$ cat config.mk
export PLATFORM = sky130hd
export DESIGN_NAME = decimal_text_to_integer
export DESIGN_NICKNAME = d
export VERILOG_FILES = /design/src/rtl/dti_pkg.sv /design/src/rtl/dti_step.sv /design/src/rtl/decimal_text_to_integer.sv
export SDC_FILE = /design/constraint.sdc
export NUM_CORES = 1
export LEC_CHECK = 0
export BUFFER_PORTS_ARGS = -buffer_cell sky130_fd_sc_hd__buf_2
export CAP_MARGIN = 40
export CORE_ASPECT_RATIO = 0.7
export CORE_MARGIN = 2
export CORE_UTILIZATION = 40
export CTS_CLUSTER_SIZE = 28
export DETAILED_ROUTE_END_ITERATION = 8
export HOLD_SLACK_MARGIN = 0.12
export PLACE_DENSITY_LB_ADDON = 0.2
export RECOVER_POWER = 50
export SYNTH_ARGS = -nofsm -noshare
export SYNTH_HDL_FRONTEND = slang
export SYNTH_SLANG_ARGS = --single-unit
$ cat constraint.sdc
create_clock -name i_clk -period 24.5 [get_ports i_clk]
set_input_delay 0 -clock i_clk [delete_from_list [all_inputs] [get_ports i_clk]]
set_output_delay 0 -clock i_clk [all_outputs]
set_load 0.02 [all_outputs]
$ cat src/rtl/dti_pkg.sv
// shared constants and types for the decimal text to integer converter
package dti_pkg;

    localparam int CHAR_BITS = 8;
    localparam int OUT_BITS  = 32;

    // parse phase codes
    localparam logic [1:0] PH_START      = 2'd0;
    localparam logic [1:0] PH_LEAD       = 2'd1;
    localparam logic [1:0] PH_AFTER_SIGN = 2'd2;
    localparam logic [1:0] PH_DIGITS     = 2'd3;

    // character codes
    localparam logic [CHAR_BITS-1:0] CH_TAB   = 8'h09;
    localparam logic [CHAR_BITS-1:0] CH_SPACE = 8'h20;
    localparam logic [CHAR_BITS-1:0] CH_PLUS  = 8'h2B;
    localparam logic [CHAR_BITS-1:0] CH_MINUS = 8'h2D;
    localparam logic [CHAR_BITS-1:0] CH_ZERO  = 8'h30;
    localparam logic [CHAR_BITS-1:0] CH_NINE  = 8'h39;

    typedef struct packed {
        logic [1:0] phase;
        logic       negative;
        logic       failed;
        logic       signed_mode;
    } t_parse_state;

endpackage

$ cat src/rtl/dti_step.sv
// one character step of the parser: phase update and multiply-by-ten accumulate
module dti_step #(
    parameter int VALUE_BITS = 32
) (
    input  dti_pkg::t_parse_state             i_state,
    input  logic [VALUE_BITS-1:0]             i_acc,
    input  logic [dti_pkg::CHAR_BITS-1:0]     i_char,
    input  logic                              i_no_char,
    input  logic                              i_want_signed,
    output dti_pkg::t_parse_state             o_state,
    output logic [VALUE_BITS-1:0]             o_acc
);
    import dti_pkg::*;

    localparam int SUM_BITS = VALUE_BITS + 4;

    t_parse_state            st;
    logic [VALUE_BITS-1:0]   acc;
    logic                    is_blank;
    logic                    is_digit;
    logic                    is_sign;
    logic                    take_digit;
    logic [3:0]              digit;
    logic [SUM_BITS-1:0]     wide_acc;
    logic [SUM_BITS-1:0]     sum;
    logic [SUM_BITS-1:0]     limit;

    always_comb begin
        st  = i_state;
        acc = i_acc;
        // first word of a string latches the mode and clears the rest
        if (st.phase == PH_START) begin
            st.signed_mode = i_want_signed;
            st.negative    = 1'b0;
            st.failed      = 1'b0;
            st.phase       = PH_LEAD;
            acc            = '0;
        end

        is_blank = (i_char == CH_SPACE) || (i_char == CH_TAB);
        is_digit = (i_char >= CH_ZERO) && (i_char <= CH_NINE);
        is_sign  = (i_char == CH_PLUS) || (i_char == CH_MINUS);
        digit    = i_char[3:0];

        // acc * 10 + d as two shifts and adds, checked exactly against the limit
        wide_acc = SUM_BITS'(acc);
        sum      = (wide_acc << 3) + (wide_acc << 1) + SUM_BITS'(digit);
        limit    = st.signed_mode ? SUM_BITS'({1'b0, {(VALUE_BITS-1){1'b1}}})
                                  : SUM_BITS'({VALUE_BITS{1'b1}});

        take_digit = 1'b0;
        if (!i_no_char && !st.failed) begin
            priority if (st.phase == PH_DIGITS) begin
                if (is_digit) begin
                    take_digit = 1'b1;
                end else begin
                    st.failed = 1'b1;
                end
            end else if (is_digit) begin
                st.phase   = PH_DIGITS;
                take_digit = 1'b1;
            end else if (is_blank) begin
                st.failed = st.failed;
            end else if (st.phase == PH_LEAD && st.signed_mode && is_sign) begin
                st.negative = (i_char == CH_MINUS);
                st.phase    = PH_AFTER_SIGN;
            end else begin
                st.failed = 1'b1;
            end
        end

        if (take_digit) begin
            if (sum <= limit) begin
                acc = sum[VALUE_BITS-1:0];
            end else begin
                st.failed = 1'b1;
            end
        end

        o_state = st;
        o_acc   = acc;
    end

endmodule

$ cat src/rtl/decimal_text_to_integer.sv
// decimal text to integer converter: top level with input and result registers
//
//  channel   | dir | tdata            | tuser                      | tlast
//  ----------+-----+------------------+----------------------------+-----------
//  s (chars) | in  | [7:0] char_code  | [0] no_char, [1] want_signed | is_last
//  m (result)| out | [31:0] value     | [0] ok                     | -
//
//  one character word is taken per cycle while o_s_tready is high; the last word of a
//  string is held in the input register, then its result in the result register
//  i_rst_n is synchronous, active low, and returns the parser to the start of a string
//  while i_m_tready is low the result holds; words without tlast keep flowing,
//  and a last word waits in the input register until the result register frees
module decimal_text_to_integer #(
    parameter int VALUE_BITS = 32
) (
    input  logic                            i_clk,
    input  logic                            i_rst_n,
    input  logic                            i_s_tvalid,
    output logic                            o_s_tready,
    input  logic [dti_pkg::CHAR_BITS-1:0]   i_s_tdata,   // [7:0] char_code
    input  logic [1:0]                      i_s_tuser,   // [0] no_char, [1] want_signed
    input  logic                            i_s_tlast,   // is_last
    output logic                            o_m_tvalid,
    input  logic                            i_m_tready,
    output logic [dti_pkg::OUT_BITS-1:0]    o_m_tdata,   // [31:0] value
    output logic                            o_m_tuser    // [0] ok
);
    import dti_pkg::*;

    // input register
    logic                  r_in_valid;
    logic [CHAR_BITS-1:0]  r_in_char;
    logic                  r_in_no_char;
    logic                  r_in_signed;
    logic                  r_in_last;

    // parser state
    t_parse_state          r_st;
    logic [VALUE_BITS-1:0] r_acc;
    t_parse_state          n_st;
    logic [VALUE_BITS-1:0] n_acc;

    // result register
    logic                  r_out_valid;
    logic [OUT_BITS-1:0]   r_out_value;
    logic                  r_out_ok;

    logic                  s_take;
    logic                  advance;
    logic [VALUE_BITS-1:0] res_value;
    logic [63:0]           res_wide;

    assign advance    = r_in_valid && (!r_in_last || !r_out_valid || i_m_tready);
    assign o_s_tready = !r_in_valid || advance;
    assign s_take     = i_s_tvalid && o_s_tready;

    dti_step #(
        .VALUE_BITS (VALUE_BITS)
    ) u_step (
        .i_state       (r_st),
        .i_acc         (r_acc),
        .i_char        (r_in_char),
        .i_no_char     (r_in_no_char),
        .i_want_signed (r_in_signed),
        .o_state       (n_st),
        .o_acc         (n_acc)
    );

    always_comb begin
        priority if (n_st.failed) begin
            res_value = '0;
        end else if (n_st.negative) begin
            res_value = '0 - n_acc;
        end else begin
            res_value = n_acc;
        end
        res_wide = 64'(res_value);
    end

    always_ff @(posedge i_clk) begin
        if (!i_rst_n) begin
            r_in_valid <= 1'b0;
        end else if (o_s_tready) begin
            r_in_valid <= i_s_tvalid;
        end
    end

    always_ff @(posedge i_clk) begin
        if (s_take) begin
            r_in_char    <= i_s_tdata;
            r_in_no_char <= i_s_tuser[0];
            r_in_signed  <= i_s_tuser[1];
            r_in_last    <= i_s_tlast;
        end
    end

    always_ff @(posedge i_clk) begin
        if (!i_rst_n) begin
            r_st  <= '{phase: PH_START, negative: 1'b0, failed: 1'b0, signed_mode: 1'b0};
            r_acc <= '0;
        end else if (advance) begin
            if (r_in_last) begin
                r_st  <= '{phase: PH_START, negative: 1'b0, failed: 1'b0,
                           signed_mode: n_st.signed_mode};
                r_acc <= '0;
            end else begin
                r_st  <= n_st;
                r_acc <= n_acc;
            end
        end
    end

    always_ff @(posedge i_clk) begin
        if (!i_rst_n) begin
            r_out_valid <= 1'b0;
        end else if (advance && r_in_last) begin
            r_out_valid <= 1'b1;
        end else if (i_m_tready) begin
            r_out_valid <= 1'b0;
        end
    end

    always_ff @(posedge i_clk) begin
        if (advance && r_in_last) begin
            r_out_value <= res_wide[OUT_BITS-1:0];
            r_out_ok    <= !n_st.failed;
        end
    end

    assign o_m_tvalid = r_out_valid;
    assign o_m_tdata  = r_out_value;
    assign o_m_tuser  = r_out_ok;

`ifndef NO_ASSERTIONS
    a_fail_gives_zero: assert property (@(posedge i_clk) disable iff (!i_rst_n)
        o_m_tvalid && !o_m_tuser |-> o_m_tdata == '0)
        else $error("failed result carries a nonzero value");

    a_last_restarts: assert property (@(posedge i_clk) disable iff (!i_rst_n)
        advance && r_in_last |=> r_st.phase == PH_START && r_acc == '0)
        else $error("parser not back at string start after a last word");

    a_start_clean: assert property (@(posedge i_clk) disable iff (!i_rst_n)
        r_st.phase == PH_START |-> !r_st.failed && !r_st.negative)
        else $error("flags set at string start");

    a_signed_range: assert property (@(posedge i_clk) disable iff (!i_rst_n)
        r_st.signed_mode && r_st.phase != PH_START |-> !r_acc[VALUE_BITS-1])
        else $error("signed magnitude beyond range");

    a_result_slot: assert property (@(posedge i_clk) disable iff (!i_rst_n)
        r_out_valid && !i_m_tready |=> r_out_valid)
        else $error("stalled result dropped");
`endif

endmodule

==> metrics.cfg, run 1 <==
[synth]
synth_most_common_cell = nand2_1
yosys-top-cells-count = nand2_1, o21ai_0, nor2_1
synth_top_area_share_pct = 16.2
syn_nets = 1114
synth_top_area_cell = edfxtp_1
synth_cell_types = 77
syn_avg_cell_area_sq_um = 7.91
netlist_area_sq_um = 8170
ys.flop_type = edfxtp_1
ys_seq_area_share_pct = 25.7
async_reset_ff_share_pct = 0
synth_seq_cells = 83
synth_area_leaders = edfxtp_1, ha_1, dfxtp_1
ys.warnings.count = 0
synth-edff-count = 44
syn_inst = 1033

[run]
cap_viol_max_count = 2

[cts]
cts_root_buf = clkbuf_16
clock_latency_ps = 350
post-cts-setup-buffers = 0
cts_made_buffers = 9
htreeDepth = 3
path_clk_slew_ps = 70
cts_tree = built
cts-resized-gates = 0
cts-hold-fix-buffers = 14
clock_path_buffers = 2
clock-sinks = 83

[critical_path]
end_kind = flop
crit_required_ps = 24590
worstPathMaxFanout = 39
reg2reg_slack_ps = 14150
rr_startpoint = r_st[4]$_SDFFE_PN0P_
cp_slowest_cell = or2_0
crit_type = flop to flop
reg2regPathDepth = 31
cpMostUsedCell = ha_1
reg2reg_to = o_m_tdata[26]$_SDFFCE_PN0P_
crit_path_max_incr_delay_ps = 1710
cp-start-kind = flop
worstPathArrival_ps = 10440

[cells_and_area]
area_growth_pct = 10.3
postLayoutCoreUtil_pct = 45.2
final_layout_size_suffix_gt1_share_pct = 5.94
n_fill_cell = 2036
diodes = 0
layout.nets = 1137

[route]
wl_per_cell_um = 20.3
viasPerCell = 6.31
postRouteAntennaNets = 0
first_iter_violations = 975
drc = 0
vias = 8392
wl_mm = 27.0
detailedRoute.firstPassIterationCount = 6

[power]
leakagePower_nw = 3.63
finalPower_w = 0.000326
p_sw_share_pct = 23.0
power.internal_w = 0.000251
p_clk_share_pct = 46.7
power_density_nw_per_um2 = 36.2
p_sw_w = 0.0000752
ir_drop_uv = 35.1
p_comb_share_pct = 7.1
seq_power_share_pct = 46.2

[sta]
final_hold_viol_count = 0
slew_viol_final = 68
period_share_pct = 42.2
setup_viol = 0
rsz0062_at_grt = false
fin_skew_ps = 13.2
fmax_mhz = 96.6
tightest_slew_ps = 2310
period_minus_slack_ps = 10350
tns_ps = 0
relSlewSlack_pct = -53.9

[placed_design]
io_buffers = 49
place.gp.congestion = 0.947
dp_hpwl_mm = 20.4

[global_routing]
gr-total-overflow = 0
grt_busiest_layer = met2
antenna_found_initial = 1
use_met1_pct = 35.2
grt.met3_usage_pct = 4.52
grt_use_met2_pct = 38.2
grt_usage_pct = 24.6
grt_pass1_wl_mm = 41.7
grt_pass1_vias = 7517
grt_start_max_net_pins = 40

[floorplanning]
start_util_pct = 41.0
pin_count = 50
coreArea_sq_um = 19900
rows = 43
fp.dieH_um = 124
die_w_um = 175
dieArea_sq_um = 21600

[worst_hold_path]
hp-class = input pin to flop
min_path_cells = 2
hold_path_end = r_st[4]$_SDFFE_PN0P_
hp-start = i_rst_n

[status]
failed_checks = max-capacitance violations, max-slew violations
status = finished with violations

## per-layer routing
layer	part of all wire, %	wire [um]	vias up
li1	-	-	3954
met1	46	12500	3996
met2	43	11600	383
met3	8.3	2230	57
met4	2.0	545	2
met5	0.048	13	-
## critical path, delay by kind of cell, from the launching register on
| family | cells | cell delay (ps) |
|---|---|---|
| and+or+nand+nor | 15 | 5450 |
| adders and majority gates | 4 | 1120 |
| xor gates and xnor gates | 1 | 400 |
| DFF | 1 | 460 |
| AOI/OAI and AO/OA | 8 | 2260 |
| buffers and inverters | 3 | 380 |
## placed cells by master (no fill, tap or decap), types with 6 or more instances in the layout
cell	count
ha_1	65
o21ai_0	74
o21bai_1	9
buf_4	8
and4_1	6
nand4_1	30
nand2b_1	8
clkbuf_16	10
a21boi_0	7
inv_1	22
a21oi_1	65
or4_1	10
a211o_1	6
a211oi_1	15
o211ai_1	23
or3_1	19
dlygate4sd3_1	14
nand2_1	87
a31oi_1	9
dfxtp_1	39
edfxtp_1	44
nor3_1	27
xnor2_1	20
o21ai_1	8
a22oi_1	26
mux2i_1	11
buf_2	15
xor2_1	18
a21o_1	13
and3_1	19
a221oi_1	6
nor2_1	69
mux2_2	6
and2_1	47
nand3_1	48
o21a_1	6
nor2b_1	22
clkbuf_1	39
## registers in the layout, summed over array words and instances (netlist names)
register / flops
r_in_no_char: 1
r_in_char: 8
o_m_tvalid: 1
r_in_signed: 1
r_acc: 32
o_m_tdata: 32
r_st: 5
o_m_tuser: 1
r_in_last: 1
r_in_valid: 1
## stage by stage
step	hold slack, ps	worst slack [ps]	instance area, sq um	instances
after floorplan	98.9	16790	8170	1033
after global placement	177	15950	8570	1299
after detailed placement	179	15640	8590	1301
after CTS	244	15620	9060	1331
after global routing	277	13560	9010	1331
final	254	14150	9010	1331
## worst max path at each step
stage | start | end | slack [ps]
finish | r_st[4]$_SDFFE_PN0P_ | o_m_tdata[26]$_SDFFCE_PN0P_ | 14150
global route | r_st[4]$_SDFFE_PN0P_ | o_m_tdata[26]$_SDFFCE_PN0P_ | 13560
CTS | r_st[4]$_SDFFE_PN0P_ | o_m_tdata[26]$_SDFFCE_PN0P_ | 15620
detailed placement | r_st[4]$_SDFFE_PN0P_ | o_m_tdata[26]$_SDFFCE_PN0P_ | 15640
global placement | r_st[4]$_SDFFE_PN0P_ | o_m_tdata[26]$_SDFFCE_PN0P_ | 15950
floorplan | r_st[4]$_SDFFE_PN0P_ | o_m_tdata[16]$_SDFFCE_PN0P_ | 16790
## power groups by stage
stage / Sequential (W) / Clock (W) / Combinational [W]
after floorplan: 0.000155 / 0 / 0.0000119
after global routing: 0.000151 / 0.000159 / 0.0000247
after detailed placement: 0.000154 / 0 / 0.0000213
after global placement: 0.000154 / 0 / 0.0000211
final: 0.000151 / 0.000152 / 0.0000231
after CTS: 0.000151 / 0.000154 / 0.0000231
## area by class of cell
class	instances	area [sq um]	share of cell area, %
Sequential cell	83	2100	23.3
Clock buffer	12	258	2.86
Clock inverter	4	73.8	0.820
Tap cell	270	338	3.75
Inverter	22	82.6	0.917
Timing Repair Buffer	74	414	4.60
Multi-Input combinational cell	866	5740	63.7
## kinds of logic after synthesis
| logic type | after synthesis | synth area share (%) |
|---|---|---|
| mux | 17 | 2.18 |
| xor+xnor | 38 | 4.08 |
| buf+inv | 84 | 4.11 |
| compound gates | 320 | 26.2 |
| simple gates | 425 | 27.5 |
| flops | 83 | 25.7 |
| fa+ha+maj | 66 | 10.2 |
Note: power is estimated with default switching activity, not from simulation.
==> run 2, diff against run 1 <==
clock period = 10.32 ns   (was 24.5 ns; I/O delays follow)
==> metrics.cfg, run 2 (same netlist as run 1, synthesis figures left out) <==
[worst_hold_path]
hp-class = input pin to flop  ; unchanged
min_path_cells = 2  ; unchanged
hp-start = i_rst_n  ; unchanged
hold_path_end = r_st[4]$_SDFFE_PN0P_  ; unchanged

[sta]
slew_viol_final = 28  ; was 68
setup_viol = 0  ; unchanged
tns_ps = 0  ; unchanged
whs_ps = 252  ; was 254 ps
timing.final.ws_setup_ps = 1130  ; was 14150 ps
period_share_pct = 89.0  ; was 42.2%
tightest_slew_ps = 1590  ; was 2310 ps
fmax_mhz = 109  ; was 96.6 MHz
final_hold_viol_count = 0  ; unchanged
relSlewSlack_pct = -5.84  ; was -53.9%
period_minus_slack_ps = 9190  ; was 10350 ps
rsz0062_at_grt = false  ; unchanged
fin_skew_ps = 12.5  ; was 13.2 ps

[power]
ir_drop_uv = 77.6  ; was 35.1 uV
power_density_nw_per_um2 = 81.8  ; was 36.2 nW/um^2
leakagePower_nw = 3.62  ; was 3.63 nW

[placed_design]
io_buffers = 49  ; unchanged
place.gp.congestion = 0.966  ; was 0.947
dp_hpwl_mm = 20.1  ; was 20.4 mm
placed_cell_area_sq_um = 8590  ; unchanged
post-place-ws_ps = 1490  ; was 15640 ps

[route]
detailedRoute.firstPassIterationCount = 5  ; was 6
viasPerCell = 6.30  ; was 6.31
postRouteAntennaNets = 0  ; unchanged
wl_mm = 26.8  ; was 27.0 mm
wl_per_cell_um = 20.1  ; was 20.3 um
drc = 0  ; unchanged
first_iter_violations = 1145  ; was 975
vias = 8388  ; was 8392

[cts]
path_clk_slew_ps = 70  ; about the same
clock_path_buffers = 2  ; unchanged
clock-sinks = 83  ; unchanged
clock_latency_ps = 350  ; about the same
cts_tree = built  ; unchanged
post-cts-setup-buffers = 0  ; unchanged
cts_made_buffers = 9  ; unchanged
htreeDepth = 3  ; unchanged
cts_root_buf = clkbuf_16  ; unchanged

[critical_path]
worstPathMaxFanout = 39  ; unchanged
rr_startpoint = r_st[4]$_SDFFE_PN0P_  ; unchanged
critical-path-top-delay-family = simple AND/OR/NAND/NOR gates  ; unchanged
cpMostUsedCell = ha_1  ; unchanged
crit_buf_inv = 2  ; was 3
cp-start-kind = flop  ; unchanged
reg2reg_slack_ps = 1130  ; was 14150 ps
worstPathArrival_ps = 9280  ; was 10440 ps
crit_path_max_incr_delay_ps = 670  ; was 1710 ps
reg2reg_to = o_m_tdata[26]$_SDFFCE_PN0P_  ; unchanged
crit_type = flop to flop  ; unchanged
end_kind = flop  ; unchanged
reg2regPathDepth = 30  ; was 31
cp_slowest_cell = or2_2  ; was or2_0
crit_required_ps = 10410  ; was 24590 ps

[cells_and_area]
area_growth_pct = 9.81  ; was 10.3%
diodes = 0  ; unchanged
mostFrequentLayoutCells = nand2_1, o21ai_0, nor2_1  ; unchanged
postLayoutCoreUtil_pct = 45.0  ; was 45.2%
layout_commonest_cell = nand2_1  ; unchanged
n_fill_cell = 2041  ; was 2036
layout.nets = 1137  ; unchanged
final_layout_size_suffix_gt1_share_pct = 6.22  ; was 5.94%
design_area_sq_um = 8970  ; was 9010 sq um

[status]
failed_checks = max-capacitance violations, max-slew violations  ; unchanged
status = finished with violations  ; unchanged

[floorplanning]
dieArea_sq_um = 21600  ; unchanged
start_util_pct = 41.0  ; unchanged
coreArea_sq_um = 19900  ; unchanged
die_w_um = 175  ; unchanged
pin_count = 50  ; unchanged
rows = 43  ; unchanged
fp.dieH_um = 124  ; unchanged

[run]
cap_viol_max_count = 1  ; was 2

[global_routing]
grt_start_max_net_pins = 40  ; unchanged
antenna_found_initial = 0  ; was 1
grt_pass1_vias = 7575  ; was 7517
gr-total-overflow = 0  ; unchanged
grt_pass1_wl_mm = 42.0  ; was 41.7 mm
grt_usage_pct = 24.4  ; was 24.6%

run 2: cell types whose count changed in the layout (fill, tap and decap cells not counted), sizes merged:
cell | before | now
clkinv | 2 | 0
bufinv | 2 | 0
inv | 22 | 27
clkinvlp | 0 | 1
buf | 23 | 22
clkbuf | 49 | 48
run 2: through the flow:
stage                     cells  total power (W)
after floorplan            1033         0.000396
after global placement     1299         0.000415
after detailed placement   1301         0.000415
after CTS                  1331         0.000736
after global routing       1331         0.000754
final                      1331         0.000733
run 2: per-layer routing:
| layer | track usage [%] | wire length [um] | vias to the layer above |
|---|---|---|---|
| met5 | 0 | 0 | - |
| met4 | 4.53 | 377 | 0 |
| met3 | 4.06 | 2100 | 44 |
| met2 | 38.2 | 11700 | 402 |
| met1 | 35.7 | 12600 | 3983 |
| li1 | - | - | 3959 |
run 2: timing repair:
item,CTS,global route
hold buffers,14,0
hold endpoints to repair,16,0
gates resized for setup,0,0
run 2: how the worst max path moves through the flow:
stage,startpoint,endpoint,slack (ps),depth (start not counted)
floorplan,r_st[4]$_SDFFE_PN0P_,o_m_tdata[16]$_SDFFCE_PN0P_,2610,33
detailed placement,r_st[4]$_SDFFE_PN0P_,o_m_tdata[26]$_SDFFCE_PN0P_,1490,30
global placement,r_st[4]$_SDFFE_PN0P_,o_m_tdata[26]$_SDFFCE_PN0P_,1750,30
global route,r_st[4]$_SDFFE_PN0P_,o_m_tdata[26]$_SDFFCE_PN0P_,620,30
CTS,r_st[4]$_SDFFE_PN0P_,o_m_tdata[26]$_SDFFCE_PN0P_,1460,30
finish,r_st[4]$_SDFFE_PN0P_,o_m_tdata[26]$_SDFFCE_PN0P_,1130,30
run 2: layout make-up:
type                    count  area (sq um)  share of cell area [%]
flip-flops and latches     83          2100                    23.4
clock buffers              10           239                    2.66
inverters                  22          82.6                   0.921
well taps                 270           338                    3.77
repair buffers             74           414                    4.62
multi-input cells         866          5740                    64.0
clock inverters             6          53.8                   0.600
run 2: power breakdown:
group | leakage (nW) | total [W] | switching (W) | internal [W]
Combinational | 2.74 | 0.0000546 | 0.0000385 | 0.0000161
Sequential | 0.739 | 0.000358 | 0.00000481 | 0.000353
Clock | 0.142 | 0.000321 | 0.000146 | 0.000175
Total | 3.62 | 0.000733 | 0.000189 | 0.000544
